==> src/vteg_pkg.sv <==
// Shared types, codes and the per-term multiply schedule for the valence term unit.
package vteg_pkg;

    // Item kinds (s_tuser[1:0])
    localparam logic [1:0] KIND_LOAD  = 2'd0;
    localparam logic [1:0] KIND_EVAL  = 2'd1;
    localparam logic [1:0] KIND_READ  = 2'd2;
    localparam logic [1:0] KIND_CLEAR = 2'd3;

    // Term types (s_tuser[3:2])
    localparam logic [1:0] TERM_HARM  = 2'd0;
    localparam logic [1:0] TERM_QUART = 2'd1;
    localparam logic [1:0] TERM_CROSS = 2'd2;
    localparam logic [1:0] TERM_BAD   = 2'd3;

    // Multiplier operand sources
    typedef logic [3:0] opd_t;
    localparam opd_t OPD_Q0 = 4'd0;
    localparam opd_t OPD_R2 = 4'd1;
    localparam opd_t OPD_R3 = 4'd2;
    localparam opd_t OPD_R4 = 4'd3;
    localparam opd_t OPD_X0 = 4'd4;
    localparam opd_t OPD_X1 = 4'd5;
    localparam opd_t OPD_A  = 4'd6;
    localparam opd_t OPD_B  = 4'd7;
    localparam opd_t OPD_C  = 4'd8;
    localparam opd_t OPD_D  = 4'd9;

    // Where a scaled product goes
    typedef logic [3:0] dst_t;
    localparam dst_t DST_R2   = 4'd0;  // sat32 into r2
    localparam dst_t DST_R3   = 4'd1;
    localparam dst_t DST_R4   = 4'd2;
    localparam dst_t DST_E    = 4'd3;  // energy partial sum
    localparam dst_t DST_EH   = 4'd4;  // energy partial sum, extra halving
    localparam dst_t DST_G0X1 = 4'd5;  // first gradient, times 1..4
    localparam dst_t DST_G0X2 = 4'd6;
    localparam dst_t DST_G0X3 = 4'd7;
    localparam dst_t DST_G0X4 = 4'd8;
    localparam dst_t DST_G1   = 4'd9;  // second gradient of a cross term

    // Gradient table address select
    typedef logic [1:0] gadr_t;
    localparam gadr_t GADR_I0  = 2'd0;
    localparam gadr_t GADR_I1  = 2'd1;
    localparam gadr_t GADR_CLR = 2'd2;

    localparam int STEP_W = 4;
    typedef logic [STEP_W-1:0] step_idx_t;

    typedef struct packed {
        opd_t opa;
        opd_t opb;
        dst_t dst;
        logic last;
    } step_t;

    // Controller to datapath
    typedef struct packed {
        logic  capture;
        logic  coord_we;
        logic  coord_re;
        logic  coord_sel_i1;
        logic  grad_we;
        logic  grad_re;
        logic  grad_zero;
        gadr_t grad_sel;
        logic  ld_q0;
        logic  ld_q1;
        logic  sub;
        logic  init;
        logic  mul_en;
        opd_t  opa;
        opd_t  opb;
        logic  acc_en;
        dst_t  dst;
        logic  e_commit;
        logic  clr_energy;
        logic  cap_gread;
        logic  clr_step;
        logic  out_load;
    } cmd_t;

    // Datapath to controller
    typedef struct packed {
        logic [1:0] kind;
        logic [1:0] ttype;
        logic       clr_last;
    } sts_t;

    // Multiply schedule of each term type
    function automatic step_t step_op(input logic [1:0] ttype, input step_idx_t step);
        step_t s;
        s = '{opa: OPD_A, opb: OPD_A, dst: DST_E, last: 1'b1};
        unique case (ttype)
            TERM_HARM:
            begin
                unique case (step)
                    4'd0:    s = '{opa: OPD_X0, opb: OPD_X0, dst: DST_R2,   last: 1'b0};
                    4'd1:    s = '{opa: OPD_A,  opb: OPD_R2, dst: DST_EH,   last: 1'b0};
                    default: s = '{opa: OPD_A,  opb: OPD_X0, dst: DST_G0X1, last: 1'b1};
                endcase
            end
            TERM_QUART:
            begin
                unique case (step)
                    4'd0:    s = '{opa: OPD_Q0, opb: OPD_Q0, dst: DST_R2,   last: 1'b0};
                    4'd1:    s = '{opa: OPD_R2, opb: OPD_Q0, dst: DST_R3,   last: 1'b0};
                    4'd2:    s = '{opa: OPD_R3, opb: OPD_Q0, dst: DST_R4,   last: 1'b0};
                    4'd3:    s = '{opa: OPD_A,  opb: OPD_Q0, dst: DST_E,    last: 1'b0};
                    4'd4:    s = '{opa: OPD_B,  opb: OPD_R2, dst: DST_E,    last: 1'b0};
                    4'd5:    s = '{opa: OPD_C,  opb: OPD_R3, dst: DST_E,    last: 1'b0};
                    4'd6:    s = '{opa: OPD_D,  opb: OPD_R4, dst: DST_E,    last: 1'b0};
                    4'd7:    s = '{opa: OPD_B,  opb: OPD_Q0, dst: DST_G0X2, last: 1'b0};
                    4'd8:    s = '{opa: OPD_C,  opb: OPD_R2, dst: DST_G0X3, last: 1'b0};
                    default: s = '{opa: OPD_D,  opb: OPD_R3, dst: DST_G0X4, last: 1'b1};
                endcase
            end
            TERM_CROSS:
            begin
                unique case (step)
                    4'd0:    s = '{opa: OPD_X0, opb: OPD_X1, dst: DST_R2,   last: 1'b0};
                    4'd1:    s = '{opa: OPD_A,  opb: OPD_R2, dst: DST_E,    last: 1'b0};
                    4'd2:    s = '{opa: OPD_A,  opb: OPD_X1, dst: DST_G0X1, last: 1'b0};
                    default: s = '{opa: OPD_A,  opb: OPD_X0, dst: DST_G1,   last: 1'b1};
                endcase
            end
            default: s = '{opa: OPD_A, opb: OPD_A, dst: DST_E, last: 1'b1};
        endcase
        return s;
    endfunction

endpackage

==> src/vteg_ctrl.sv <==
// Controller: sequences table accesses and multiply steps for each item.
module vteg_ctrl (
    input  logic           clk,
    input  logic           rst_n,
    input  logic           in_valid,
    output logic           in_ready,
    output logic           out_valid,
    input  logic           out_ready,
    input  vteg_pkg::sts_t sts,
    output vteg_pkg::cmd_t cmd
);

    localparam logic [3:0] ST_CLR  = 4'd0;
    localparam logic [3:0] ST_IDLE = 4'd1;
    localparam logic [3:0] ST_DISP = 4'd2;
    localparam logic [3:0] ST_RDG  = 4'd3;
    localparam logic [3:0] ST_LQ0  = 4'd4;
    localparam logic [3:0] ST_LQ1  = 4'd5;
    localparam logic [3:0] ST_SUB  = 4'd6;
    localparam logic [3:0] ST_MUL  = 4'd7;
    localparam logic [3:0] ST_ACC  = 4'd8;
    localparam logic [3:0] ST_GR0  = 4'd9;
    localparam logic [3:0] ST_GW0  = 4'd10;
    localparam logic [3:0] ST_GR1  = 4'd11;
    localparam logic [3:0] ST_GW1  = 4'd12;
    localparam logic [3:0] ST_DONE = 4'd13;

    logic [3:0]          state_reg, state_next;
    vteg_pkg::step_idx_t step_reg, step_next;
    logic                out_valid_reg, out_valid_next;
    vteg_pkg::step_t     op;

    assign op        = vteg_pkg::step_op(sts.ttype, step_reg);
    assign in_ready  = (state_reg == ST_IDLE);
    assign out_valid = out_valid_reg;

    // Next state and commands
    always_comb
    begin
        cmd        = '0;
        state_next = state_reg;
        step_next  = step_reg;
        unique case (state_reg)
            ST_CLR:
            begin
                cmd.grad_we   = 1'b1;
                cmd.grad_zero = 1'b1;
                cmd.grad_sel  = vteg_pkg::GADR_CLR;
                cmd.clr_step  = 1'b1;
                if (sts.clr_last)
                begin
                    state_next = ST_IDLE;
                end
            end
            ST_IDLE:
            begin
                if (in_valid)
                begin
                    cmd.capture = 1'b1;
                    state_next  = ST_DISP;
                end
            end
            ST_DISP:
            begin
                unique case (sts.kind)
                    vteg_pkg::KIND_LOAD:
                    begin
                        cmd.coord_we  = 1'b1;
                        cmd.grad_we   = 1'b1;
                        cmd.grad_zero = 1'b1;
                        cmd.grad_sel  = vteg_pkg::GADR_I0;
                        state_next    = ST_DONE;
                    end
                    vteg_pkg::KIND_READ:
                    begin
                        cmd.grad_re  = 1'b1;
                        cmd.grad_sel = vteg_pkg::GADR_I0;
                        state_next   = ST_RDG;
                    end
                    vteg_pkg::KIND_CLEAR:
                    begin
                        cmd.clr_energy = 1'b1;
                        state_next     = ST_DONE;
                    end
                    default:
                    begin
                        if (sts.ttype == vteg_pkg::TERM_BAD)
                        begin
                            state_next = ST_DONE;
                        end
                        else
                        begin
                            cmd.coord_re = 1'b1;
                            cmd.init     = 1'b1;
                            state_next   = ST_LQ0;
                        end
                    end
                endcase
            end
            ST_RDG:
            begin
                cmd.cap_gread = 1'b1;
                state_next    = ST_DONE;
            end
            ST_LQ0:
            begin
                cmd.ld_q0 = 1'b1;
                if (sts.ttype == vteg_pkg::TERM_CROSS)
                begin
                    cmd.coord_re     = 1'b1;
                    cmd.coord_sel_i1 = 1'b1;
                    state_next       = ST_LQ1;
                end
                else
                begin
                    state_next = ST_SUB;
                end
            end
            ST_LQ1:
            begin
                cmd.ld_q1  = 1'b1;
                state_next = ST_SUB;
            end
            ST_SUB:
            begin
                cmd.sub    = 1'b1;
                step_next  = '0;
                state_next = ST_MUL;
            end
            ST_MUL:
            begin
                cmd.mul_en = 1'b1;
                cmd.opa    = op.opa;
                cmd.opb    = op.opb;
                state_next = ST_ACC;
            end
            ST_ACC:
            begin
                cmd.acc_en = 1'b1;
                cmd.dst    = op.dst;
                if (op.last)
                begin
                    state_next = ST_GR0;
                end
                else
                begin
                    step_next  = step_reg + 1'b1;
                    state_next = ST_MUL;
                end
            end
            ST_GR0:
            begin
                cmd.grad_re  = 1'b1;
                cmd.grad_sel = vteg_pkg::GADR_I0;
                state_next   = ST_GW0;
            end
            ST_GW0:
            begin
                cmd.grad_we  = 1'b1;
                cmd.grad_sel = vteg_pkg::GADR_I0;
                cmd.e_commit = 1'b1;
                state_next   = (sts.ttype == vteg_pkg::TERM_CROSS) ? ST_GR1 : ST_DONE;
            end
            ST_GR1:
            begin
                cmd.grad_re  = 1'b1;
                cmd.grad_sel = vteg_pkg::GADR_I1;
                state_next   = ST_GW1;
            end
            ST_GW1:
            begin
                cmd.grad_we  = 1'b1;
                cmd.grad_sel = vteg_pkg::GADR_I1;
                state_next   = ST_DONE;
            end
            ST_DONE:
            begin
                if (!out_valid_reg || out_ready)
                begin
                    cmd.out_load = 1'b1;
                    state_next   = ST_IDLE;
                end
            end
            default:
            begin
                state_next = ST_IDLE;
            end
        endcase
    end

    // Output beat held until taken
    always_comb
    begin
        priority if (cmd.out_load)
        begin
            out_valid_next = 1'b1;
        end
        else if (out_ready)
        begin
            out_valid_next = 1'b0;
        end
        else
        begin
            out_valid_next = out_valid_reg;
        end
    end

    always_ff @(posedge clk or negedge rst_n)
    begin
        if (!rst_n)
        begin
            state_reg     <= ST_CLR;
            step_reg      <= '0;
            out_valid_reg <= 1'b0;
        end
        else
        begin
            state_reg     <= state_next;
            step_reg      <= step_next;
            out_valid_reg <= out_valid_next;
        end
    end

endmodule

==> config.mk <==
export PLATFORM = sky130hd
export DESIGN_NAME = vteg_ctrl
export DESIGN_NICKNAME = d
export VERILOG_FILES = /design/src/vteg_pkg.sv /design/src/vteg_ctrl.sv
export SDC_FILE = /design/constraint.sdc
export NUM_CORES = 1
export LEC_CHECK = 0
export BUFFER_PORTS_ARGS = -buffer_cell sky130_fd_sc_hd__buf_2
export CORE_ASPECT_RATIO = 0.8
export CORE_MARGIN = 2
export CORE_UTILIZATION = 45
export CTS_CLUSTER_DIAMETER = 120
export DETAILED_ROUTE_END_ITERATION = 8
export PLACE_DENSITY = 0.84
export SYNTH_ARGS = -nofsm -noshare
export SYNTH_HDL_FRONTEND = slang
export SYNTH_SLANG_ARGS = --single-unit
export TNS_END_PERCENT = 5
==> constraint.sdc <==
create_clock -name clk -period 2.4 [get_ports clk]
set_input_delay 0.24 -clock clk [delete_from_list [all_inputs] [get_ports clk]]
set_output_delay 0.24 -clock clk [all_outputs]
set_load 0.1 [all_outputs]
======== After elaboration in Yosys (flattened, before gate mapping) ========
Memory sizes are Yosys's and may differ from the RTL's.
Index checks and enable logic that the tools add are counted.
cells by class
  eq/ne operators ......................... 24
  reductions and logical operators ........ 16
  $add $sub $neg .......................... 1
  mux-type cells .......................... 43
operators by type and width
  operator                                                         count
  4-bit case mux with 13 select lines                              1
  13-bit case mux with 3 select lines                              1
  11-bit case mux with 3 select lines                              1
  4-bit == test, second input constant                             6
  4-bit 2-to-1 mux                                                 6
  11-bit case mux with 2 select lines                              1
  1-bit 2-to-1 mux                                                 21
  4-bit by 3-bit == test with 1-bit output, second input constant  4
  4-bit case mux with 2 select lines                               2
  4-bit by 2-bit == test with 1-bit output, second input constant  3
  9-bit 2-to-1 mux                                                 1
  2-bit == test, second input constant                             4
  4-bit by 1-bit == test with 1-bit output, second input constant  2
  4-bit logical NOT                                                2
  2-bit inequality test, second input constant                     4
  1-bit case mux with 2 select lines                               4
  2-bit OR reduction                                               4
  3-bit OR reduction                                               2
  5-bit 2-to-1 mux                                                 1
  4-bit by 1-bit adder with 4-bit output, second input constant    1
  2-bit logical NOT                                                2
  2-bit 2-to-1 mux                                                 2
  2-bit case mux with 2 select lines                               1
  2-bit nonzero test                                               2
  other kinds (6)                                                  6
word-level totals
  output and inout port bits .............. 34
  input port bits ......................... 9
  bits in read-only memories .............. 176
  memories kept ........................... 1
  register bits ........................... 9
memory list
  name              depth  bits a word  rd ports  clocked after memory_dff  write ports  RTL line         source
  (name not given)  16     11           1         0                         0            vteg_pkg.sv:106  unique case (step)

======== Logic depth before layout (Yosys ltp) ========
Gate-level depths: netlist (run 1).
  depth after elaboration ................. 5
  gate-level depth with buffers ........... 7

======== Worst setup path after synthesis (run 1) ========
OpenSTA, ideal clock, no wires.
  path kind ............................... register to output
  start point ............................. register state_reg[3]
  end point ............................... output port cmd[29] in the netlist's numbering
  arrival ................................. 4.442 ns
  cell stages (with the launch flop) ...... 5
  path slack .............................. -2.282 ns
  required time ........................... 2.160 ns
  cell sequence ........................... dfrtp_1 -> buf_2 -> buf_2 -> nor4_1 -> or2_2
RTL lines
  item                    RTL line          source
  from (decl)             vteg_ctrl.sv:28   logic [3:0] state_reg, state_next;
  from (signal assigned)  vteg_ctrl.sv:218  state_reg <= state_next;
  to (decl)               vteg_ctrl.sv:10   output vteg_pkg::cmd_t cmd

==> impl_metrics.json, run 1 <==
{
  "outcome": "finished clean",
  "hp-start": "out_ready",
  "cts_tree": "done",
  "drt-initial-drc-count": 110,
  "finalCritPeriodShare": 0.949,
  "fp-row-count": 17,
  "antenna_cells": 0,
  "crit_required_ns": 2.16,
  "antenna_found_initial": 0,
  "first_pass_iters": 4,
  "cts_sinks": 9,
  "synth-seq-cells": 9,
  "cap_viol_max_count": 0,
  "core_area_sq_um": 2740,
  "rr_endpoint": "step_reg[0]",
  "yosysTopAreaCell": "dfrtp_1",
  "start_kind": "register",
  "htreeDepth": 1,
  "die_width_um": 63.7,
  "synth.distinct_cells": 43,
  "final_cell_mix": "buf_2, nand2_1, o21ai_0, a21oi_1, nor2_1",
  "pre_cts_ws_ns": 0.178,
  "num-fill-cells": 228,
  "fin_skew_ns": 0.00335,
  "overflow": 0,
  "synth_fp_nets": 208,
  "arrival_ns": 2.04,
  "drive_above_1_share": 0.314,
  "first_global_vias": 1284,
  "dieArea_sq_um": 3300,
  "crit_start": "state_reg[1]",
  "synth_area_sq_um": 1280,
  "ant_nets": 0,
  "synth_top_area_frac": 0.175,
  "fin_util": 0.626,
  "synth_flop_cell": "dfrtp_1",
  "reg2regPathDepth": 6,
  "setup_ws_ns": 0.122,
  "grt_max_degree": 16,
  "vias_per_cell": 5.46,
  "synth-seq-area-share": 0.175,
  "synth_edf_count": 0,
  "critical-path-max-stage-delay_ns": 0.49,
  "postSynthAreaPerCell_sq_um": 6.79,
  "r2r_slack_ns": 0.47,
  "slowest_stage": "dfrtp_1",
  "fin_crit_ns": 2.28,
  "hpwl_um": 2740,
  "die_h_um": 51.8,
  "gp_congestion": 0.893,
  "wirelength_um": 3650,
  "synth_cells": 189,
  "cts_root_buf": "clkbuf_4",
  "cp_cell_sequence": "or2_4 -> or2_1 -> nor2_1 -> buf_2",
  "synth_top_cells_by_area": "dfrtp_1, ha_1, o21ai_0, a21oi_1, nand2_1",
  "setup_viol": 0,
  "grtUsageTotal": 0.227,
  "syn_to_final_growth_pct": 33.8,
  "whs_endpoint": "out_valid",
  "worstReg2RegStart": "step_reg[0]",
  "start_util": 0.468,
  "drv_slew": 0,
  "port_buffers": 41,
  "ios": 43,
  "whs_path_depth": 3,
  "drc_errors": 0,
  "hold_viol": 0,
  "min_path_type": "in -> reg",
  "criticalPathCategory": "reg -> out",
  "crit_path_end_kind": "output port",
  "async_reset_ff_frac": 1.00,
  "critPathMaxFanout": 11,
  "wire_per_inst_um": 13.8,
  "numCtsBuffers": 3,
  "grt_pass1_wl_um": 5890,
  "vias": 1442,
  "clk_latency_ns": 0.27,
  "final_common_cell": "buf_2",
  "clock.fmax_ghz": 0.439,
  "clockBufferDepth": 2,
  "fin_tns_setup_ns": 0,
  "fin_nets": 246,
  "post-cts-setup-buffer-count": 0,
  "clk_pin_slew_worst_paths_ns": 0.07,
  "synth_warnings": 0
}
-- metal layers --
| metal | wire, um | vias to the layer above | global-route usage |
|---|---|---|---|
| met5 | 0 | - | 0 |
| met4 | 26 | 0 | 0.0833 |
| met3 | 248 | 4 | 0.0433 |
| met2 | 1630 | 58 | 0.339 |
| met1 | 1750 | 649 | 0.325 |
| li1 | - | 731 | - |
-- area by class of cell --
class	instances	area, sq um	area share
clock buffer	3	22.5	0.0131
clock inverter	1	5.00	0.00291
sequential	9	229	0.133
timing repair buffer	47	373	0.217
multi-input combinational	154	988	0.575
tap	38	47.5	0.0277
inverter	12	52.6	0.0306
-- synthesized netlist by cell type (all sizes together) (2+ instances only) --
cell type	number
inv	11
or2	5
buf	13
a31oi	3
ha	10
a21o	3
nor2	14
nand2b	7
nand3	8
a221oi	2
nor3	7
and2	2
nor2b	7
or2b	3
dfrtp	9
o21a	2
a21oi	17
o21ai	19
o31ai	5
nand2	21
and3	6
-- worst max path at each step --
stage	endpoint	slack (ns)	cells past startpoint
final	cmd[8]	0.12	4
after global routing	cmd[7]	-0.0002	7
after CTS	cmd[7]	0.03	7
after detailed placement	cmd[7]	0.18	7
after global placement	cmd[7]	0.24	7
after floorplan	cmd[2]	-0.72	3
-- cells by family after synthesis --
family                     after synthesis  synth area share
DFF                                      9             0.175
buffers and inverters                   26             0.102
adders and majority gates               10            0.0975
AOI/OAI and AO/OA                       59             0.286
and+or+nand+nor                         84             0.336
other                                    1           0.00292
-- critical path, delay by kind of cell, from the launching register on --
| kind | cells | cell delay, ns |
|---|---|---|
| and+or+nand+nor | 3 | 0.85 |
| DFF | 1 | 0.49 |
| buffers and inverters | 1 | 0.43 |
-- repair_timing --
action                                 in CTS  in global routing
pin swaps                                   1                  1
setup endpoints to repair                   3                  8
endpoints found under the hold margin       9                  0
hold buffers                                1                  0
gates resized for setup                     4                  7
-- metrics by stage --
| stage | instances | hold slack (ns) | area [sq um] |
|---|---|---|---|
| after floorplan | 189 | -0.0556 | 1320 |
| after global placement | 259 | 0.105 | 1650 |
| after detailed placement | 259 | 0.108 | 1650 |
| after CTS | 264 | 0.279 | 1690 |
| after global routing | 264 | 0.287 | 1720 |
| final | 264 | 0.282 | 1720 |
Power of run 1 is not shown: default switching activity piles up to over one toggle a cycle in this logic, so the estimate is an artifact.
==> run 2, diff against run 1 <==
clock period = 2.5 ns   (was 2.4 ns; I/O delays follow)
==> impl_metrics.json, run 2 (synthesis gave the netlist of run 1 again) <==
{
  "rsz0062_at_grt": "no",
  "min_path_type": "in -> reg",
  "start_util": 0.468,
  "antenna_found_initial": 0,
  "grtUsageTotal": 0.221,
  "hpwl_um": 2650,
  "slowest_stage": "dfrtp_1",
  "fp-row-count": 17,
  "die_h_um": 51.8,
  "wire_per_inst_um": 13.2,
  "overflow": 0,
  "slew_headroom": 0.663,
  "ant_nets": 0,
  "reg2regPathDepth": 6,
  "htreeDepth": 1,
  "setup_viol": 0,
  "finalCritPeriodShare": 0.944,
  "clk_latency_ns": 0.26,
  "die_width_um": 63.7,
  "clk_pin_slew_worst_paths_ns": 0.06,
  "worst-path-stages": 7,
  "pre_cts_ws_ns": 0.280,
  "port_buffers": 41,
  "antenna_cells": 0,
  "stdcell_count": 263,
  "cp_cell_sequence": "inv_2 -> ha_2 -> or2b_1 -> a21boi_2 -> o21ai_0 -> a21oi_2 -> buf_12",
  "setup_ws_ns": 0.139,
  "first_global_vias": 1256,
  "critPathTopFamily": "compound AO/OA/AOI/OAI gates",
  "cts_sinks": 9,
  "clockBufferDepth": 2,
  "cap_viol_max_count": 0,
  "crit_required_ns": 2.25,
  "wirelength_um": 3470,
  "arrival_ns": 2.11,
  "clock.fmax_ghz": 0.424,
  "dieArea_sq_um": 3300,
  "hold_viol": 0,
  "gp_congestion": 0.905,
  "crit_buf_inv": 2,
  "drv_slew": 0,
  "crit_path_end_kind": "output port",
  "first_pass_iters": 4,
  "place_inst": 258,
  "critical-path-max-stage-delay_ns": 0.46,
  "ios": 43,
  "outcome": "finished clean",
  "final_common_cell": "buf_2",
  "post-cts-setup-buffer-count": 0,
  "fin_crit_ns": 2.36,
  "start_kind": "register",
  "criticalPathCategory": "reg -> out",
  "cts_tree": "done",
  "whs_path_depth": 3,
  "grt_pass1_wl_um": 5780,
  "grt_max_degree": 18,
  "fin_nets": 245,
  "core_area_sq_um": 2740,
  "drc_errors": 0,
  "final_cell_mix": "buf_2, nand2_1, o21ai_0, a21oi_1, nor2_1",
  "critPathMaxFanout": 6,
  "syn_to_final_growth_pct": 29.6,
  "cts_root_buf": "clkbuf_4",
  "vias_per_cell": 5.41,
  "drive_above_1_share": 0.289,
  "fin_tns_setup_ns": 0,
  "fin_util": 0.606,
  "fin_skew_ns": 0.00561,
  "drt-initial-drc-count": 110,
  "vias": 1424,
  "worst_pin_slew_ns": 0.504,
  "numCtsBuffers": 3
}
-- run 2: final cells by class --
cell class,instances,area (sq um)
clock buffers,4,26.3
fillers,258,1080
inverters,12,50.0
multi-input cells,154,975
flip-flops and latches,9,225
well taps,38,47.5
repair buffers,46,340
-- run 2: metal layers --
| layer | GRT usage | vias to the layer above | wire length, um |
|---|---|---|---|
| li1 | - | 732 | - |
| met1 | 0.338 | 646 | 1750 |
| met2 | 0.321 | 46 | 1530 |
| met3 | 0.0303 | 0 | 190 |
| met4 | 0.0616 | 0 | 0 |
| met5 | 0 | - | 0 |
-- run 2: final timing paths --
check | start | endpoint | slack (ns)
max | step_reg[1] | cmd[7] | 0.14
min | out_ready | out_valid | 0.31
max reg2reg | step_reg[1] | step_reg[0] | 0.56
min reg2reg | step_reg[1] | step_reg[1] | 0.70
max in group asynchronous | rst_n | state_reg[1] | 1.92
min in group asynchronous | rst_n | state_reg[3] | 0.39
-- run 2: timing repair --
item / in CTS / in global routing
setup endpoints to repair: 1 / 5
hold buffers: 1 / 0
endpoints found under the hold margin: 9 / 0
cloned: 0 / 0
pin swaps: 1 / 1
gates resized for setup: 0 / 7
-- run 2: stage by stage --
| stage | cell area [sq um] | hold slack [ns] |
|---|---|---|
| finish | 1660 | 0.312 |
| global route | 1660 | 0.306 |
| CTS | 1650 | 0.295 |
| detailed placement | 1610 | 0.113 |
| global placement | 1610 | 0.112 |
| floorplan | 1320 | -0.0456 |
-- run 2: worst reg2reg max path: cells and delay by family, from the launching register on --
| family | cells | cell delay (ns) |
|---|---|---|
| DFF | 1 | 0.46 |
| AOI/OAI and AO/OA | 3 | 0.82 |
| buffers and inverters | 1 | 0.09 |
| and+or+nand+nor | 1 | 0.17 |
| adders and majority gates | 1 | 0.28 |
Power of run 2 is left out for the same reason.
